<file path="src/hw/rtl/lzwc_pkg.sv">
`timescale 1ns / 1ps
// ----------------------------------------------------------------------------
// LZW compressor package
// Shared constants and the request type of the hash unit.
// ----------------------------------------------------------------------------
package lzwc_pkg;

    localparam int unsigned LIMIT_W         = 17;
    localparam int unsigned KEY_PREFIX_W    = 16;
    localparam int unsigned BYTE_W          = 8;
    localparam int unsigned KEY_W           = KEY_PREFIX_W + BYTE_W;
    localparam int unsigned HASH_W          = 32;
    localparam int unsigned OUT_CODE_W      = 16;

    localparam logic [LIMIT_W-1:0] LIMIT_RESET     = 17'd65536;
    localparam logic [LIMIT_W-1:0] FIRST_FREE_CODE = 17'd257;
    localparam logic [HASH_W-1:0]  HASH_MULT       = 32'd2654435761;
    localparam int unsigned        KEY_SHIFT       = 11;
    localparam int unsigned        FOLD_SHIFT      = 15;

    typedef struct packed {
        logic                    start;
        logic [KEY_PREFIX_W-1:0] prefix;
        logic [BYTE_W-1:0]       data;
    } hash_req_t;

endpackage

</file>
<file path="src/hw/rtl/lzwc_hash.sv">
`timescale 1ns / 1ps
// ----------------------------------------------------------------------------
// LZW hash unit
// Multiplicative hash of the (prefix, byte) key reduced to a slot index.
// ----------------------------------------------------------------------------
module lzwc_hash #(
    parameter int unsigned HASH_SLOTS = 131072
) (
    input  logic                          clk,
    input  logic                          rst_n,
    input  lzwc_pkg::hash_req_t           req,
    output logic                          done,
    output logic [$clog2(HASH_SLOTS)-1:0] idx
);
    import lzwc_pkg::*;

    localparam int unsigned IDX_W = $clog2(HASH_SLOTS);

    logic [KEY_W-1:0]  key;
    logic [KEY_W-1:0]  mix;
    logic [HASH_W-1:0] prod_reg;
    logic              mul_vld_reg;
    logic [HASH_W-1:0] fold;

    assign key  = {req.prefix, req.data};
    assign mix  = key ^ (key >> KEY_SHIFT);
    assign fold = prod_reg ^ (prod_reg >> FOLD_SHIFT);

    always_ff @(posedge clk or negedge rst_n)
    begin
        if (!rst_n)
        begin
            mul_vld_reg <= 1'b0;
        end
        else
        begin
            mul_vld_reg <= req.start;
        end
    end

    always_ff @(posedge clk)
    begin
        if (req.start)
        begin
            prod_reg <= HASH_W'(HASH_W'(mix) * HASH_MULT);
        end
    end

    generate
        if ((HASH_SLOTS & (HASH_SLOTS - 1)) == 0)
        begin : g_mask
            assign done = mul_vld_reg;
            assign idx  = fold[IDX_W-1:0];
        end
        else
        begin : g_recip
            // The quotient is estimated with a rounded-down reciprocal, so it is
            // exact or one too small; the remainder needs at most one subtraction.
            localparam int unsigned       REM_W      = HASH_W + 1;
            localparam logic [63:0]       RECIP_FULL =
                (64'd1 << (HASH_W + IDX_W)) / 64'(HASH_SLOTS);
            localparam logic [HASH_W-1:0] RECIP_LO   = RECIP_FULL[HASH_W-1:0];
            localparam logic [REM_W-1:0]  SLOTS_C    = REM_W'(HASH_SLOTS);

            logic [2*HASH_W-1:0] mul_lo;
            logic [2*HASH_W:0]   est_prod;
            logic [HASH_W-1:0]   fold_reg;
            logic [REM_W-1:0]    quot_reg;
            logic [REM_W-1:0]    rem_reg;
            logic [REM_W-1:0]    rem_fix;
            logic                quot_vld_reg;
            logic                rem_vld_reg;

            assign mul_lo   = 64'(fold) * 64'(RECIP_LO);
            assign est_prod = {1'b0, fold, {HASH_W{1'b0}}} + {1'b0, mul_lo};
            assign rem_fix  = (rem_reg >= SLOTS_C) ? (rem_reg - SLOTS_C) : rem_reg;

            always_ff @(posedge clk or negedge rst_n)
            begin
                if (!rst_n)
                begin
                    quot_vld_reg <= 1'b0;
                    rem_vld_reg  <= 1'b0;
                end
                else
                begin
                    quot_vld_reg <= mul_vld_reg;
                    rem_vld_reg  <= quot_vld_reg;
                end
            end

            always_ff @(posedge clk)
            begin
                if (mul_vld_reg)
                begin
                    fold_reg <= fold;
                    quot_reg <= REM_W'(est_prod >> (HASH_W + IDX_W));
                end
                if (quot_vld_reg)
                begin
                    rem_reg <= {1'b0, fold_reg} - REM_W'(quot_reg * SLOTS_C);
                end
            end

            assign done = rem_vld_reg;
            assign idx  = rem_fix[IDX_W-1:0];
        end
    endgenerate

endmodule

</file>
<file path="config.mk">
export PLATFORM = sky130hd
export DESIGN_NAME = lzwc_hash
export DESIGN_NICKNAME = d
export VERILOG_FILES = /design/src/hw/rtl/lzwc_pkg.sv /design/src/hw/rtl/lzwc_hash.sv
export SDC_FILE = /design/constraint.sdc
export NUM_CORES = 1
export LEC_CHECK = 0
export BUFFER_PORTS_ARGS = -buffer_cell sky130_fd_sc_hd__buf_4
export CAP_MARGIN = 20
export CORE_ASPECT_RATIO = 1.75
export CORE_UTILIZATION = 60
export DETAILED_ROUTE_END_ITERATION = 8
export PLACE_DENSITY = 0.77
export REMOVE_ABC_BUFFERS = 1
export SETUP_SLACK_MARGIN = 0.2
export SKIP_CTS_REPAIR_TIMING = 1
export SLEW_MARGIN = 10
export SYNTH_ARGS = -nofsm -noshare
export SYNTH_HDL_FRONTEND = slang
export SYNTH_SLANG_ARGS = --single-unit
</file>
<file path="constraint.sdc">
create_clock -name clk -period 1.4 [get_ports clk]
set_input_delay 0.28 -clock clk [delete_from_list [all_inputs] [get_ports clk]]
set_output_delay 0.28 -clock clk [all_outputs]
set_load 0.05 [all_outputs]
</file>
==> results.json, run 1 <==
{
  "status": "did not finish",
  "lastStage": "global routing (5_1_grt)",
  "firstError": "[ERROR GRT-0232] Routing congestion too high. Check the congestion heatmap in the GUI.",
  "numPortBuffers": 44,
  "dp_slack_ns": -5.08,
  "synth_edf_count": 32,
  "yosys.area_share.simple_pct": 2.76,
  "start_util_pct": 61.5,
  "synth_compound_area_share_pct": 4.86,
  "ys_async_sr_fraction_pct": 3.03,
  "synthXorXnorAreaFrac_pct": 8.14,
  "synth_seq_cells": 33,
  "fp-row-count": 58,
  "die_x_um": 94,
  "hpwl_um": 22400,
  "grt_use_total_pct": 45.0,
  "clockBufferDepth": 2,
  "ys_warn_count": 0,
  "cts_buffers": 5,
  "grt_max_degree": 34,
  "syn_area_um2": 8890,
  "synth_seq_area_share_pct": 11.1,
  "htreeDepth": 2,
  "numClockSinks": 33,
  "synth_cell_type_count": 44,
  "ioPinCount": 45,
  "worstEpCategory": "sequential cell input",
  "synth_fa_ha_area_share_pct": 60.9,
  "syn_inst": 832,
  "postGrtWorstEndpoint": "prod_reg[31]$_DFFE_PP_/D",
  "synthMuxAreaShare_pct": 0,
  "die_y_um": 163,
  "synth.avg_cell_area_um2": 10.7,
  "grt_remaining_overflow": 2,
  "gp_congestion": 1.00,
  "cts_root_buffer": "clkbuf_16",
  "synth_top_family_by_area": "adder cells",
  "ys.flop_type": "edfxtp_1",
  "dp.cells": 1223
}
-- cell usage after synthesis, types with 2 or more instances --
| cell | count | area [µm²] |
|---|---|---|
| a21o_1 | 12 | 90.1 |
| a21oi_1 | 13 | 65.1 |
| a21oi_2 | 3 | 26.3 |
| a31oi_1 | 2 | 12.5 |
| and2_1 | 4 | 25.0 |
| and3_1 | 3 | 18.8 |
| edfxtp_1 | 32 | 961 |
| fa_1 | 181 | 3620 |
| ha_1 | 143 | 1790 |
| inv_1 | 289 | 1080 |
| nand2_1 | 11 | 41.3 |
| nand2b_1 | 5 | 31.3 |
| nand3_1 | 6 | 30.0 |
| nor2_1 | 9 | 33.8 |
| o211ai_1 | 3 | 22.5 |
| o211ai_2 | 3 | 37.5 |
| o21a_1 | 2 | 15.0 |
| o21ai_0 | 6 | 30.0 |
| or2_2 | 4 | 25.0 |
| xnor2_1 | 43 | 377 |
| xnor2_2 | 2 | 32.5 |
| xor2_1 | 34 | 298 |
-- logic make-up after synthesis --
| family | Yosys count |
|---|---|
| adder cells (fa/ha/maj) | 324 |
| buffers and inverters | 290 |
| XOR/XNOR | 80 |
| AO/OA/AOI/OAI | 57 |
| AND/OR/NAND/NOR | 48 |
| flip-flops | 33 |
-- through the flow --
step / utilization, % / hold WS (ns) / instance area, µm²
3_3_place_gp: 74.1 / 0.0553 / 10700
2_1_floorplan: - / -0.0156 / 8890
3_5_place_dp: 74.1 / 0.0556 / 10700
4_1_cts: 75.0 / -0.240 / 10800
-- layer usage --
layer / track usage [%] / GRT overflow
met5: 2.08 / 0
met4: 47.3 / 0
met3: 10.1 / 0
met2: 76.5 / 2
met1: 41.3 / 0
==> run 2: changes to the inputs <==
--- a/config.mk
+++ b/config.mk
@@ -7,12 +7,10 @@
 export LEC_CHECK = 0
 export BUFFER_PORTS_ARGS = -buffer_cell sky130_fd_sc_hd__buf_4
 export CAP_MARGIN = 20
-export CORE_ASPECT_RATIO = 1.75
-export CORE_UTILIZATION = 60
+export CORE_UTILIZATION = 40
 export DETAILED_ROUTE_END_ITERATION = 8
-export PLACE_DENSITY = 0.77
+export PLACE_DENSITY_LB_ADDON = 0.15
 export REMOVE_ABC_BUFFERS = 1
-export SETUP_SLACK_MARGIN = 0.2
 export SKIP_CTS_REPAIR_TIMING = 1
 export SLEW_MARGIN = 10
 export SYNTH_ARGS = -nofsm -noshare
==> run 2 against run 1 <==
  * The flow now finishes, with violations (setup timing)
  * Synthesized cell count stayed put
  * Area after synthesis did not move
==> results.json, run 2 <==
{
  "status": "finished with violations",
  "failed_checks": "setup timing",
  "area_growth_pct": 39.5,
  "antenna_found_initial": 0,
  "wl_per_cell_um": 18.3,
  "grt_setup_unrepaired": "true",
  "cap_viol_max_count": 0,
  "slew_violations": 0,
  "cts_root_buffer": "clkbuf_16",
  "cts_buffers": 5,
  "htreeDepth": 2,
  "synth_cell_type_count": 44,
  "synthTopCellsByCount": "289 x inv_1, 181 x fa_1, 143 x ha_1",
  "synth_compound_area_share_pct": 4.86,
  "ys_async_sr_fraction_pct": 3.03,
  "grt_remaining_overflow": 0,
  "multiInputGateArea_um2": 7890,
  "n_antenna_cell": 0,
  "final_common_cell": "inv_1",
  "netlist_top_cells_area": "fa_1 41%, ha_1 20%, inv_1 12%",
  "fillers": 1868,
  "grt_max_degree": 34,
  "crit_chain": "buf_4 -> xor2_4 -> fa_2 -> inv_2 -> fa_1 -> inv_2 -> fa_1 -> fa_1 -> inv_2 -> fa_2 -> inv_2 -> fa_2 -> fa_2 -> ha_4 -> a21oi_4 -> o211ai_1 -> nand2_1 -> o211ai_4 -> a311o_1 -> xor2_1",
  "synth_top_family_by_area": "adder cells",
  "ys_warn_count": 0,
  "synth_top_area_share_pct": 40.8,
  "regArea_um2": 986,
  "fp-row-count": 54,
  "layout_worst_path_cycle_share_pct": 411,
  "hp-class": "input port to asynchronous set/reset pin",
  "syn_inst": 832,
  "grt_pass1_wl_um": 36000,
  "synth_fa_ha_area_share_pct": 60.9,
  "fmax_mhz": 174,
  "finalSetupViolations": 27,
  "layout-drive-gt1-share_pct": 38.0,
  "cp_max_fo": 4,
  "ant_nets": 0,
  "slew_headroom_pct": 72.5,
  "numPortBuffers": 44,
  "crit_arrival_ns": 5.77,
  "grt_pass1_vias": 6458,
  "final_cell_mix": "252 x inv_1, 208 x buf_4, 162 x fa_1, 98 x ha_1, 45 x ha_4",
  "synth_most_common_cell": "inv_1",
  "synth_edf_count": 32,
  "clockBufferDepth": 2,
  "die_area_um2": 22800,
  "syn_area_um2": 8890,
  "largest_reg_flops": 32,
  "cp-end-kind": "flop",
  "num_vias": 6150,
  "die_x_um": 151,
  "die_y_um": 151,
  "drc": 0,
  "criticalPathCategory": "input port to flop",
  "cts.clk_slew.worst_paths_ns": 0.05,
  "ys.flop_type": "edfxtp_1",
  "setup_slack_ns": -4.35,
  "via_per_inst": 4.54,
  "startpoint_type": "input port",
  "start_util_pct": 40.7,
  "worstMarginPinSlew_ns": 0.413,
  "hpwl_um": 21900,
  "grt_use_total_pct": 22.1,
  "final_nets": 1426,
  "cts_tree": "yes",
  "yosys.area_share.simple_pct": 2.76,
  "cpPeakStageDelay_ns": 0.58,
  "critPathRequiredTime_ns": 1.42,
  "hold_violations": 0,
  "synth.avg_cell_area_um2": 10.7,
  "wl_um": 24800,
  "period_needed_ns": 5.75,
  "cp_slowest_cell": "fa_2",
  "synthXorXnorAreaFrac_pct": 8.14,
  "synth_seq_cells": 33,
  "numClockSinks": 33,
  "synthMuxAreaShare_pct": 0,
  "ioPinCount": 45,
  "drtPass1Iterations": 4,
  "drtIter0Drc": 220,
  "synth_seq_area_share_pct": 11.1,
  "yosysTopAreaCell": "fa_1",
  "gp_congestion": 0.934,
  "final_cell_area_um2": 12400,
  "post_dp_cell_area_um2": 10800,
  "core_um2": 21800
}
-- run 2: cell counts after synthesis --
Identical to the previous run, type by type.
-- run 2: cells by family after synthesis --
group / Yosys count
flops: 33
simple gates: 48
xor+xnor: 80
buf+inv: 290
fa+ha+maj: 324
compound gates: 57
-- run 2: worst paths after layout --
path	slack (ns)	from	end	depth (start not counted)
worst max-delay path	-4.35	req[14]	prod_reg[27]	20
worst min-delay path	0.31	rst_n	done	2
min in group clk	0.34	req[24]	done	1
max in group asynchronous	1.01	rst_n	done	2
-- run 2: final cells by class --
type                    instances  share of cell area [%]
multi-input cells             509                    63.6
repair buffers                236                    15.3
inverters                     290                    8.93
flip-flops and latches         33                    7.95
well taps                     280                    2.83
clock buffers                   7                    1.15
clock inverters                 1                   0.242
-- run 2: through the flow --
step                      setup slack (ns)  TNS (ns)  hold slack [ns]  std cells  utilization (%)
after floorplan                      -4.70   -100.80          -0.0156        832                -
after global placement               -5.00   -108.83           0.0556       1321             49.5
after detailed placement             -4.96   -108.88           0.0566       1321             49.5
after CTS                            -4.65   -100.89           -0.239       1329             50.3
after global routing                 -4.54    -96.93            0.336       1356             56.8
final                                -4.35    -93.17            0.305       1356             56.8
-- run 2: worst max-delay path: cells and delay by family --
family | cells | cell delay, ns
AO/OA/AOI/OAI | 4 | 0.77
XOR/XNOR | 2 | 0.36
adder cells (fa/ha/maj) | 8 | 3.87
buffers and inverters | 5 | 0.32
AND/OR/NAND/NOR | 1 | 0.14
-- run 2: per-layer routing --
metal	track usage, %	part of all wire (%)	vias up	wire, µm
met1	31.5	45	3070	11200
met3	0.813	3.0	20	737
met4	3.10	1.4	0	352
li1	-	-	2964	-
met2	38.0	50	96	12400
met5	0	0	-	0
Power of run 2 is left out: the tool's default activity adds up to more than one toggle a clock period on the data nets, which glitch-free logic cannot reach.
